[src/rtl/toy_risc_instruction_executor_unit_defines.svh]
// Assertion macros used by the executor back end.
`ifndef TOY_RISC_INSTRUCTION_EXECUTOR_UNIT_DEFINES_SVH
`define TOY_RISC_INSTRUCTION_EXECUTOR_UNIT_DEFINES_SVH

// check a property outside reset
`define TRE_ASSERT(lbl, prop, msg) \
  lbl: assert property (@(posedge clk_i) disable iff (!rst_ni) (prop)) else $error(msg);

// check a property at every edge, reset included
`define TRE_ASSERT_ALWAYS(lbl, prop, msg) \
  lbl: assert property (@(posedge clk_i) (prop)) else $error(msg);

`endif

[src/rtl/tre_pkg.sv]
// Shared types and constants of the instruction executor.
`default_nettype none
package tre_pkg;

  localparam int unsigned RegCount   = 32;
  localparam int unsigned MemWords   = 4096;
  localparam int unsigned StackDepth = 1024;
  localparam int unsigned RegAw      = $clog2(RegCount);
  localparam int unsigned MemAw      = $clog2(MemWords);
  localparam int unsigned StkAw      = $clog2(StackDepth);
  localparam int unsigned TopW       = StkAw + 1;
  localparam int unsigned QDepth     = 2;
  localparam logic [31:0] FillValue  = 32'd299792458;
  localparam logic [4:0]  EcallReg   = 5'd5;

  typedef enum logic [4:0] {
    OP_LI = 5'd0, OP_ADD = 5'd1, OP_ADDI = 5'd2, OP_SUB = 5'd3, OP_NEG = 5'd4,
    OP_DIV = 5'd5, OP_REM = 5'd6, OP_MUL = 5'd7, OP_MV = 5'd8, OP_ECALL = 5'd9,
    OP_BEQ = 5'd10, OP_BNE = 5'd11, OP_BLT = 5'd12, OP_BGT = 5'd13, OP_BLE = 5'd14,
    OP_BGE = 5'd15, OP_BEQZ = 5'd16, OP_BNEZ = 5'd17, OP_BGTZ = 5'd18,
    OP_BLEZ = 5'd19, OP_BGEZ = 5'd20, OP_JUMP = 5'd21, OP_FILL = 5'd22,
    OP_STORE = 5'd23, OP_LOAD = 5'd24, OP_CALL = 5'd25, OP_RET = 5'd26,
    OP_NOP = 5'd27
  } op_e;

  typedef enum logic [2:0] {
    CLS_ALU, CLS_DIV, CLS_IO, CLS_BR, CLS_FILL, CLS_MEM, CLS_STK, CLS_NOP
  } cls_e;

  typedef enum logic [2:0] {
    ST_OK = 3'd0, ST_ADDR = 3'd1, ST_DIVZ = 3'd2, ST_OVF = 3'd3, ST_UNF = 3'd4
  } status_e;

  typedef enum logic [2:0] {
    IO_NONE = 3'd0, IO_INT = 3'd1, IO_FLT = 3'd2, IO_CHAR = 3'd3,
    IO_SPACE = 3'd4, IO_NL = 3'd5
  } io_kind_e;

  localparam logic [31:0] EcPrintInt = 32'd1;
  localparam logic [31:0] EcPrintFlt = 32'd2;
  localparam logic [31:0] EcPrintChr = 32'd3;
  localparam logic [31:0] EcReadInt  = 32'd4;
  localparam logic [31:0] EcReadFlt  = 32'd5;
  localparam logic [31:0] EcReadChr  = 32'd6;
  localparam logic [31:0] EcSpace    = 32'd7;
  localparam logic [31:0] EcNewline  = 32'd8;

  typedef struct packed {
    op_e         op;
    cls_e        cls;
    logic [4:0]  reg_a;
    logic [4:0]  reg_b;
    logic [4:0]  reg_c;
    logic [31:0] immediate;
    logic [11:0] instr_index;
    logic [12:0] target_index;
    logic [31:0] console_in;
  } item_t;

  typedef struct packed {
    logic [12:0] next_index;
    status_e     status;
    io_kind_e    io_kind;
    logic [31:0] io_value;
  } result_t;

endpackage
`default_nettype wire

[src/rtl/tre_front.sv]
// Front end: accepts instruction beats, classifies them, queues them.
`default_nettype none
module tre_front (
  input  wire logic          clk_i,
  input  wire logic          rst_ni,
  input  wire logic          in_valid_i,
  output logic               in_ready_o,
  input  wire tre_pkg::item_t in_item_i,
  input  wire logic          hold_i,
  output logic               item_valid_o,
  output tre_pkg::item_t     item_o,
  input  wire logic          pop_i
);

  tre_pkg::item_t q_q [tre_pkg::QDepth];
  logic           wp_q, wp_d, rp_q, rp_d;
  logic [1:0]     cnt_q, cnt_d;
  logic           push;
  tre_pkg::item_t cls_item;

  always_comb begin
    cls_item = in_item_i;
    unique case (in_item_i.op) inside
      tre_pkg::OP_LI, tre_pkg::OP_ADD, tre_pkg::OP_ADDI, tre_pkg::OP_SUB,
      tre_pkg::OP_NEG, tre_pkg::OP_MUL, tre_pkg::OP_MV: cls_item.cls = tre_pkg::CLS_ALU;
      tre_pkg::OP_DIV, tre_pkg::OP_REM:                 cls_item.cls = tre_pkg::CLS_DIV;
      tre_pkg::OP_ECALL:                                 cls_item.cls = tre_pkg::CLS_IO;
      [tre_pkg::OP_BEQ:tre_pkg::OP_JUMP]:                cls_item.cls = tre_pkg::CLS_BR;
      tre_pkg::OP_FILL:                                  cls_item.cls = tre_pkg::CLS_FILL;
      tre_pkg::OP_STORE, tre_pkg::OP_LOAD:               cls_item.cls = tre_pkg::CLS_MEM;
      tre_pkg::OP_CALL, tre_pkg::OP_RET:                 cls_item.cls = tre_pkg::CLS_STK;
      default:                                           cls_item.cls = tre_pkg::CLS_NOP;
    endcase
  end

  assign in_ready_o   = (cnt_q != 2'(tre_pkg::QDepth)) && !hold_i;
  assign push         = in_valid_i && in_ready_o;
  assign item_valid_o = (cnt_q != 2'd0);
  assign item_o       = q_q[rp_q];

  always_comb begin
    wp_d  = push  ? ~wp_q : wp_q;
    rp_d  = pop_i ? ~rp_q : rp_q;
    cnt_d = cnt_q + 2'(push) - 2'(pop_i);
  end

  always_ff @(posedge clk_i or negedge rst_ni) begin
    if (!rst_ni) begin
      wp_q  <= 1'b0;
      rp_q  <= 1'b0;
      cnt_q <= 2'd0;
    end else begin
      wp_q  <= wp_d;
      rp_q  <= rp_d;
      cnt_q <= cnt_d;
    end
  end

  always_ff @(posedge clk_i) begin
    if (push) begin
      q_q[wp_q] <= cls_item;
    end
  end

endmodule
`default_nettype wire

[config.mk]
export PLATFORM = sky130hd
export DESIGN_NAME = tre_front
export DESIGN_NICKNAME = d
export VERILOG_FILES = /design/src/rtl/toy_risc_instruction_executor_unit_defines.svh /design/src/rtl/tre_pkg.sv /design/src/rtl/tre_front.sv
export SDC_FILE = /design/constraint.sdc
export NUM_CORES = 1
export LEC_CHECK = 0
export BUFFER_PORTS_ARGS = -buffer_cell sky130_fd_sc_hd__buf_2
export CAP_MARGIN = 20
export CORE_UTILIZATION = 45
export DETAILED_ROUTE_END_ITERATION = 8
export GPL_TIMING_DRIVEN = 0
export PLACE_DENSITY = 0.75
export SYNTH_ARGS = -nofsm -noshare
export SYNTH_HDL_FRONTEND = slang
export SYNTH_SLANG_ARGS = --single-unit
export TNS_END_PERCENT = 1
[constraint.sdc]
create_clock -name clk_i -period 15.4 [get_ports clk_i]
set_input_delay 0.77 -clock clk_i [delete_from_list [all_inputs] [get_ports clk_i]]
set_output_delay 0.77 -clock clk_i [all_outputs]
set_load 0.01 [all_outputs]
==> results.cfg, run 1 <==
[run_status]
status = finished clean

[cells_and_area]
fin_cells = 890
finalNetCount = 758
insertedDiodeCount = 0
drive_above_1_share = 0.604
seqCellArea_um2 = 6830
fillerInstances = 1404
syn2layout_area_growth_pct = 26.5
multiInputGateArea_um2 = 1720

[global_route]
antenna_found_initial = 0
grt_pass1_vias = 4702
grt_first_pass_wirelength_mm = 23.4
grt_overflow_total = 0
grt_max_degree = 35
grt_usage = 0.151

[yosys]
syn-num-nets = 499
avgSynthCellArea_um2 = 22.8
synth-edff-count = 224
netlist_instances = 380
async_reset_ff_frac = 0.0175
ys_seq_elements = 228
ys.flop_type = edfxtp_1
synth_cell_types = 24
synth-warning-count = 0
synth_area_um2 = 8660
ys_seq_area_frac = 0.788

[die]
num_rows = 50
pin_count = 231
fp.dieW_um = 141
core_area_um2 = 18800
die_area_um2 = 19800
die_height_um = 141
initial_core_util = 0.461

[job]
drv_cap = 0

[routing]
postRouteAntennaNets = 0
firstDrtPassIters = 4
wl_per_cell_um = 17.3
viasPerCell = 4.93
routed_wirelength_mm = 15.4
remaining_drc_errors = 0
vias = 4390
dr.first_iter.drc_count = 129

[sta]
worstMarginPinSlew_ns = 0.609
slew_viol_final = 0
setup_viol = 0
worst_clock_skew_ns = 0.00917
fmax_ghz = 0.388
timing.max_slew.rel_slack = 0.593
tns_ns = 0
grt_setup_unrepaired = no
hold_ws_ns = 0.0651
fin_crit_ns = 2.58
fin_crit_sh = 0.167
hold_violations = 0

[clocking]
root_buffer = clkbuf_16
clk_path_buf_depth = 3
worstSkewPairLatency_ns = 0.50
cts_sinks = 228
cts_inserted_buffers = 24
path_clk_slew_ns = 0.06
hold_buffers = 0
post_cts_resized = 0
cts_setup_buffers = 0
h-tree-depth = 1
cts_tree = yes

[critical_path]
path_class = flop to output pin
critPathArrivalTime_ns = 1.81
crit_chain = buf_6, buf_8, buf_6, mux2_4, buf_2
crit-reg2reg-launch = cnt_q[1]$_DFF_PN0_
cpLargestDelayFamily = buffers and inverters
cpMostUsedCell = buf_6
startpoint = rp_q$_DFFE_PN0P_
crit_buf_inv = 4
max_stage_delay_ns = 0.34
cp_max_fo = 10
worstPathRequired_ns = 14.63
critical_path.endpoint_type = output pin
startpoint_type = flop
slowest_stage = dfrtp_1

[placed_design]
dp_cells = 847
place.gp.congestion = 0.699
dpl.hpwl_mm = 10.6
numPortBuffers = 227

[pwr]
pwr-share-comb = 0.296
seq_power_share = 0.422
p_int_mw = 1.37
power.switching_mw = 0.505
p_leak_nw = 4.29
ir_drop_mv = 0.108
finalPower_mw = 1.88
switching_share = 0.269
p_clk_frac = 0.282
power_density_nw_per_um2 = 171

[hold_path]
hp-class = input port to async pin
## layout by cell type, fill, tap and decap left out, drive strengths merged
cell and instances:
xor2 1, or2 1, clkinv 13, nand2 1, xnor2 3, clkbuf 29, a22oi 1, o21ai 1
ha 2, edfxtp 224, nand2b 1, inv 2, bufinv 1, nand3b 1, o211ai 1, a21oi 3
buf 246, nor3b 1, nor3 1, dfrtp 4, nor2b 2, mux2 113, nor2 3, mux2i 1
## metal layers
| metal | vias up | part of all wire | GRT usage |
|---|---|---|---|
| met5 | - | 0 | 0 |
| met4 | 0 | 0.019 | 0.0452 |
| met3 | 28 | 0.085 | 0.0425 |
| met2 | 168 | 0.50 | 0.268 |
| met1 | 2153 | 0.40 | 0.179 |
| li1 | 2041 | - | - |
## final timing paths
kind	to	slack, ns	depth (start not counted)
hold reg to reg	cnt_q[1]$_DFF_PN0_	0.51	1
hold / removal	rp_q$_DFFE_PN0P_	0.07	1
setup reg to reg	q_q[0][12]$_DFFE_PP_	13.15	5
setup / recovery	item_o[105]	12.82	5
max in group asynchronous	wp_q$_DFFE_PN0P_	15.21	1
min in group clk_i	q_q[1][31]$_DFFE_PP_	0.45	1
## area by class of cell
cell class | count | area share
Timing Repair Buffer | 233 | 0.115
Buffer | 13 | 0.0114
Inverter | 2 | 0.000685
Clock inverter | 14 | 0.00845
Sequential cell | 228 | 0.623
Multi-Input combinational cell | 137 | 0.157
Clock buffer | 29 | 0.0585
Tap cell | 234 | 0.0267
## sequential cells by signal, summed over array words and instances, names as in the netlist
name / cells
wp_q: 1
q_q: 224
rp_q: 1
cnt_q: 2
## power groups by stage
stage                     Combinational, mW  Sequential [mW]  Clock (mW)
after detailed placement              0.564            0.805           0
after CTS                             0.566            0.792       0.544
after global routing                  0.594            0.797       0.568
final                                 0.555            0.792       0.529
after floorplan                       0.374            0.812           0
after global placement                0.538            0.822           0
## worst register-to-register path: stages (launching register included)
cell and delay, ns:
dfrtp_1 0.40, nand2b_1 0.12, nand3b_1 0.28, nor2_4 0.57, buf_12 0.30, buf_12 0.25
## synth_stat cells, drive strengths merged, types with 2 or more instances
cell type | number | area, µm²
dfrtp | 4 | 100
buf | 13 | 125
xnor2 | 3 | 26.3
nor2 | 3 | 11.3
nor2b | 2 | 12.5
mux2 | 113 | 1540
ha | 2 | 25.0
a21oi | 3 | 15.0
edfxtp | 224 | 6730
inv | 2 | 7.51
## stage by stage
| stage | util | cell area [µm²] | setup slack, ns |
|---|---|---|---|
| floorplan | - | 8660 | 9.14 |
| global placement | 0.538 | 10100 | 6.85 |
| detailed placement | 0.545 | 10200 | 12.69 |
| CTS | 0.584 | 11000 | 12.78 |
| global route | 0.584 | 11000 | 12.74 |
| finish | 0.584 | 11000 | 12.82 |
## kinds of logic after synthesis
group | synth area share
buffers and inverters | 0.0153
adder cells (fa/ha/maj) | 0.00289
AO/OA/AOI/OAI | 0.00405
multiplexers | 0.178
flip-flops | 0.788
XOR/XNOR | 0.00405
AND/OR/NAND/NOR | 0.00694
Note: power is estimated with default switching activity, not from simulation.
==> run 2, diff against run 1 <==
ABC_AREA = 1   (was not set)
PLACE_DENSITY = 0.78   (was 0.75)
clock period = 2.25 ns   (was 15.4 ns; I/O delays follow)
==> results.cfg, run 2 <==
[yosys]
ys_seq_elements = 228
async_reset_ff_frac = 0.0175
syn-num-nets = 526
synthSimpleGateAreaFrac = 0.0162
synth_xor_area_frac = 0.00401
synth_top_family_by_area = multiplexers
synth-compound-area-share = 0.00115
ys.flop_type = edfxtp_1
synthAdderAreaFrac = 0.00287
yosys.area.top_type = edfxtp_1
netlist_instances = 407
synth-warning-count = 0
synth-edff-count = 224
ys_seq_area_frac = 0.782
synth_top_area_frac = 0.770
synth_area_um2 = 8730
synth_commonest_cells = edfxtp_1, mux2_4, mux2_2
yosys-mux-area-fraction = 0.175
yosys-top-cells-area = edfxtp_1, mux2_4, mux2_2
synth_cell_types = 19
yosysMostFrequentCell = edfxtp_1
avgSynthCellArea_um2 = 21.5

[critical_path]
cpLargestDelayFamily = simple AND/OR/NAND/NOR gates
path_class = flop to flop
critical_path.endpoint_type = flop
startpoint_type = flop
max_stage_delay_ns = 0.51
crit_chain = a21oi_2, nand2_2, nor2_4, buf_12, buf_12
cp_max_fo = 28
cpMostUsedCell = buf_12
crit_buf_inv = 2
slowest_stage = nor2_4
critPathArrivalTime_ns = 2.27
worstPathRequired_ns = 2.45
startpoint = cnt_q[1]$_DFF_PN0_
crit-reg2reg-launch = cnt_q[1]$_DFF_PN0_

[global_route]
antenna_found_initial = 0
grt_usage = 0.182
grt_overflow_total = 0
grt_use_met2 = 0.342
grt_pass1_vias = 5552
grt_first_pass_wirelength_mm = 28.2
grt_util_met3 = 0.0462
grt_busiest_layer = met2
grt_max_degree = 29
met1_usage = 0.206

[job]
drv_cap = 0

[sta]
slew_viol_final = 0
fmax_ghz = 0.483
hold_violations = 0
worstMarginPinSlew_ns = 0.597
grt_setup_unrepaired = no
tns_ns = 0
fin_ws_ns = 0.180
fin_crit_ns = 2.07
fin_crit_sh = 0.920
worst_clock_skew_ns = 0.0198
timing.max_slew.rel_slack = 0.601
setup_viol = 0

[placed_design]
place.gp.congestion = 0.714
dpl.hpwl_mm = 11.3
place_ws_ns = 0.131
numPortBuffers = 227

[routing]
dr.first_iter.drc_count = 158
firstDrtPassIters = 4
viasPerCell = 4.77
remaining_drc_errors = 0
postRouteAntennaNets = 0
routed_wirelength_mm = 18.1
vias = 5037
wl_per_cell_um = 17.2

[cells_and_area]
regMostFlops = q_q
final_common_cell = buf_2
reg_top3 = q_q (224), cnt_q (2)
drive_above_1_share = 0.498
finalNetCount = 901
layout_common_cells = buf_2, edfxtp_1, dlygate4sd3_1
insertedDiodeCount = 0
final_util = 0.648
syn2layout_area_growth_pct = 40.2
largest_reg_flops = 224

[die]
core_area_um2 = 18900
die_height_um = 141
num_rows = 50
pin_count = 231
die_area_um2 = 20000
fp.dieW_um = 141
initial_core_util = 0.462

[pwr]
ir_drop_mv = 0.726
power_density_nw_per_um2 = 1070
p_leak_nw = 4.86

[clocking]
worstSkewPairLatency_ns = 0.52
path_clk_slew_ns = 0.06
cts_setup_buffers = 0
h-tree-depth = 1
clk_path_buf_depth = 3
cts_sinks = 228
root_buffer = clkbuf_16
cts_tree = yes
cts_inserted_buffers = 24

[run_status]
status = finished clean

[hold_path]
hp-class = input port to flop
worstHoldStart = hold_i
-- run 2: changes by cell type in the layout (fill, tap and decap cells not counted), moves of 5 or more --
| cell | delta |
|---|---|
| clkinv_2 | -5 |
| dlygate4sd3_1 | +114 |
| inv_1 | +9 |
| nand2_1 | +13 |
| nand3_1 | +5 |
| nor2_1 | +7 |
-- run 2: per-stage QoR --
step | hold WS (ns) | std cells | instance area (µm²) | power [mW]
2_1_floorplan | -0.183 | 407 | 8750 | 8.07
3_3_place_gp | -0.0785 | 894 | 10200 | 9.23
3_5_place_dp | -0.0786 | 902 | 10400 | 9.45
4_1_cts | 0.192 | 1055 | 12200 | 13.2
5_1_grt | 0.225 | 1055 | 12200 | 13.7
6_report | 0.207 | 1055 | 12200 | 13.1
-- run 2: worst min-delay path, cell delays in order --
cell     delay (ns)
buf_2          0.08
a21oi_2        0.04
nand2_2        0.13
nor2_4         0.14
-- run 2: power breakdown --
part	leakage [nW]	switching, mW	internal [mW]
combinational	2.42	1.93	2.14
clock	0.343	1.51	2.11
sequential	2.09	0.145	5.28
total	4.86	3.59	9.53
-- run 2: cells by family after synthesis --
kind of cell             Yosys count
adder cells (fa/ha/maj)            2
XOR/XNOR                           4
AO/OA/AOI/OAI                      2
flip-flops                       228
buffers and inverters             25
AND/OR/NAND/NOR                   34
multiplexers                     112
-- run 2: area by class of cell --
cell class / instances / area [µm²]
plain buffers: 13 / 125
clock buffers: 28 / 637
clock inverters: 11 / 77.6
fillers: 1328 / 6650
inverters: 12 / 45.0
multi-input cells: 154 / 1760
flip-flops and latches: 228 / 6830
well taps: 260 / 325
repair buffers: 349 / 2450
-- run 2: path summary, 6_finish.rpt --
| check | end | slack, ns | depth (start not counted) |
|---|---|---|---|
| max in group asynchronous | rp_q$_DFFE_PN0P_ | 1.55 | 3 |
| min reg2reg | cnt_q[0]$_DFF_PN0_ | 0.56 | 1 |
| max | q_q[0][10]$_DFFE_PP_ | 0.18 | 5 |
| min | q_q[1][54]$_DFFE_PP_ | 0.21 | 4 |
| max reg2reg | q_q[0][10]$_DFFE_PP_ | 0.18 | 5 |
| min in group asynchronous | wp_q$_DFFE_PN0P_ | 0.54 | 3 |
-- run 2: per-layer routing --
metal | up-vias | share of wire | routed length [µm]
li1 | 2330 | - | -
met1 | 2485 | 0.39 | 7010
met2 | 184 | 0.53 | 9530
met3 | 38 | 0.065 | 1190
met4 | 0 | 0.022 | 397
met5 | - | 0 | 0
-- run 2: repair_timing --
action | CTS | global route
gates resized for setup | 0 | 0
hold buffers | 114 | 0
endpoints found under the hold margin | 224 | 0
==> run 3, diff against run 2 <==
CAP_MARGIN = 10   (was 20)
SETUP_SLACK_MARGIN = 0.4   (was not set)
==> results.cfg, run 3 (same netlist as run 2, synthesis figures left out) <==
[pwr]
power_density_nw_per_um2 = 1070
p_leak_nw = 4.87
ir_drop_mv = 0.721

[clocking]
worstSkewPairLatency_ns = 0.52
cts_inserted_buffers = 24
cts_tree = yes
cts_sinks = 228
path_clk_slew_ns = 0.06
clk_path_buf_depth = 3
root_buffer = clkbuf_16
post_cts_resized = 0
h-tree-depth = 1

[cells_and_area]
layout_common_cells = buf_2, edfxtp_1, dlygate4sd3_1
fin_cells = 1058
regMostFlops = q_q
syn2layout_area_growth_pct = 40.5
drive_above_1_share = 0.500
multiInputGateArea_um2 = 1760
final_cell_area_um2 = 12300
largest_reg_flops = 224
final_common_cell = buf_2
seqCellArea_um2 = 6830
insertedDiodeCount = 0
fillerInstances = 1309
reg_top3 = q_q (224), cnt_q (2)
finalNetCount = 904

[sta]
grt_setup_unrepaired = yes
worstMarginPinSlew_ns = 0.236
fmax_ghz = 0.524
fin_crit_sh = 0.848
setup_viol = 0
hold_violations = 0
fin_ws_ns = 0.343
fin_crit_ns = 1.91
worst_clock_skew_ns = 0.0183
slew_viol_final = 0
tns_ns = 0
timing.max_slew.rel_slack = 0.843

[routing]
dr.first_iter.drc_count = 179
viasPerCell = 4.72
routed_wirelength_mm = 18.0
firstDrtPassIters = 4
postRouteAntennaNets = 0
wl_per_cell_um = 17.0
vias = 4994
remaining_drc_errors = 0

[critical_path]
slowest_stage = dfrtp_1
crit_buf_inv = 4
critical_path.endpoint_type = output pin
crit_cells = 5
startpoint_type = flop
max_stage_delay_ns = 0.33
cpMostUsedCell = buf_6
path_class = flop to output pin
ff2ff_path_depth = 6
crit_chain = buf_6, buf_8, buf_6, mux2_4, buf_2
critPathArrivalTime_ns = 1.79
cpLargestDelayFamily = buffers and inverters
worstPathRequired_ns = 2.14
cp_max_fo = 10

[placed_design]
placed_area_um2 = 10400
place.gp.congestion = 0.714
place_ws_ns = 0.131
numPortBuffers = 227
dpl.hpwl_mm = 11.3
dp_cells = 902

[global_route]
grt_max_degree = 29
antenna_found_initial = 0
grt_first_pass_wirelength_mm = 28.0
grt_pass1_vias = 5559
grt_usage = 0.180
grt_overflow_total = 0

[die]
fp.dieW_um = 141
die_height_um = 141
core_area_um2 = 18900
num_rows = 50
pin_count = 231
initial_core_util = 0.462
die_area_um2 = 20000

[job]
drv_cap = 0

[hold_path]
hp-class = input port to flop
hold_depth = 4

[run_status]
status = finished clean
run 3: area by class of cell:
type                            instances  share of cell area
Tap cell                              260              0.0265
Multi-Input combinational cell        154               0.143
Clock buffer                           28              0.0519
Timing Repair Buffer                  352               0.202
Buffer                                 13              0.0102
Clock inverter                         11             0.00632
Sequential cell                       228               0.556
Inverter                               12             0.00367
run 3: through the flow:
| step | util | power [mW] | hold WS [ns] |
|---|---|---|---|
| 2_1_floorplan | - | 8.07 | -0.183 |
| 3_3_place_gp | 0.541 | 9.23 | -0.0785 |
| 3_5_place_dp | 0.550 | 9.44 | -0.0764 |
| 4_1_cts | 0.649 | 13.2 | 0.190 |
| 5_1_grt | 0.649 | 13.7 | 0.136 |
| 6_report | 0.649 | 13.1 | 0.131 |
run 3: path summary, 6_finish.rpt:
check                              startpoint              endpoint  slack (ns)
min                                    hold_i  q_q[1][72]$_DFFE_PP_        0.13
max in group asynchronous              rst_ni      rp_q$_DFFE_PN0P_        1.57
min in group asynchronous              rst_ni      wp_q$_DFFE_PN0P_        0.51
min reg2reg                cnt_q[0]$_DFF_PN0_    cnt_q[0]$_DFF_PN0_        0.56
max                          rp_q$_DFFE_PN0P_             item_o[4]        0.34
max reg2reg                cnt_q[0]$_DFF_PN0_   q_q[1][9]$_DFFE_PP_        0.51
run 3: where the power goes:
| group | internal, mW | switching [mW] | total, mW |
|---|---|---|---|
| clock network | 2.11 | 1.52 | 3.63 |
| logic | 2.15 | 1.94 | 4.09 |
| registers | 5.28 | 0.145 | 5.42 |
run 3: repair_timing:
item,4_1_cts,5_1_grt
hold buffers,114,0
pin swaps,1,1
endpoints found under the hold margin,224,0
setup endpoints to repair,217,205
setup buffers,1,2
run 3: per-layer routing:
layer / wire length (µm) / vias up / GRT usage
met2: 9350 / 190 / 0.337
met4: 410 / 0 / 0.0469
li1: - / 2333 / -
met3: 1220 / 38 / 0.0476
met1: 7060 / 2433 / 0.203
met5: 0 / - / 0
run 3: tightest hold or removal path: stages:
cell and delay [ns]:
buf_2 0.08, a21oi_2 0.03, nand2_2 0.14, nor2_4 0.09
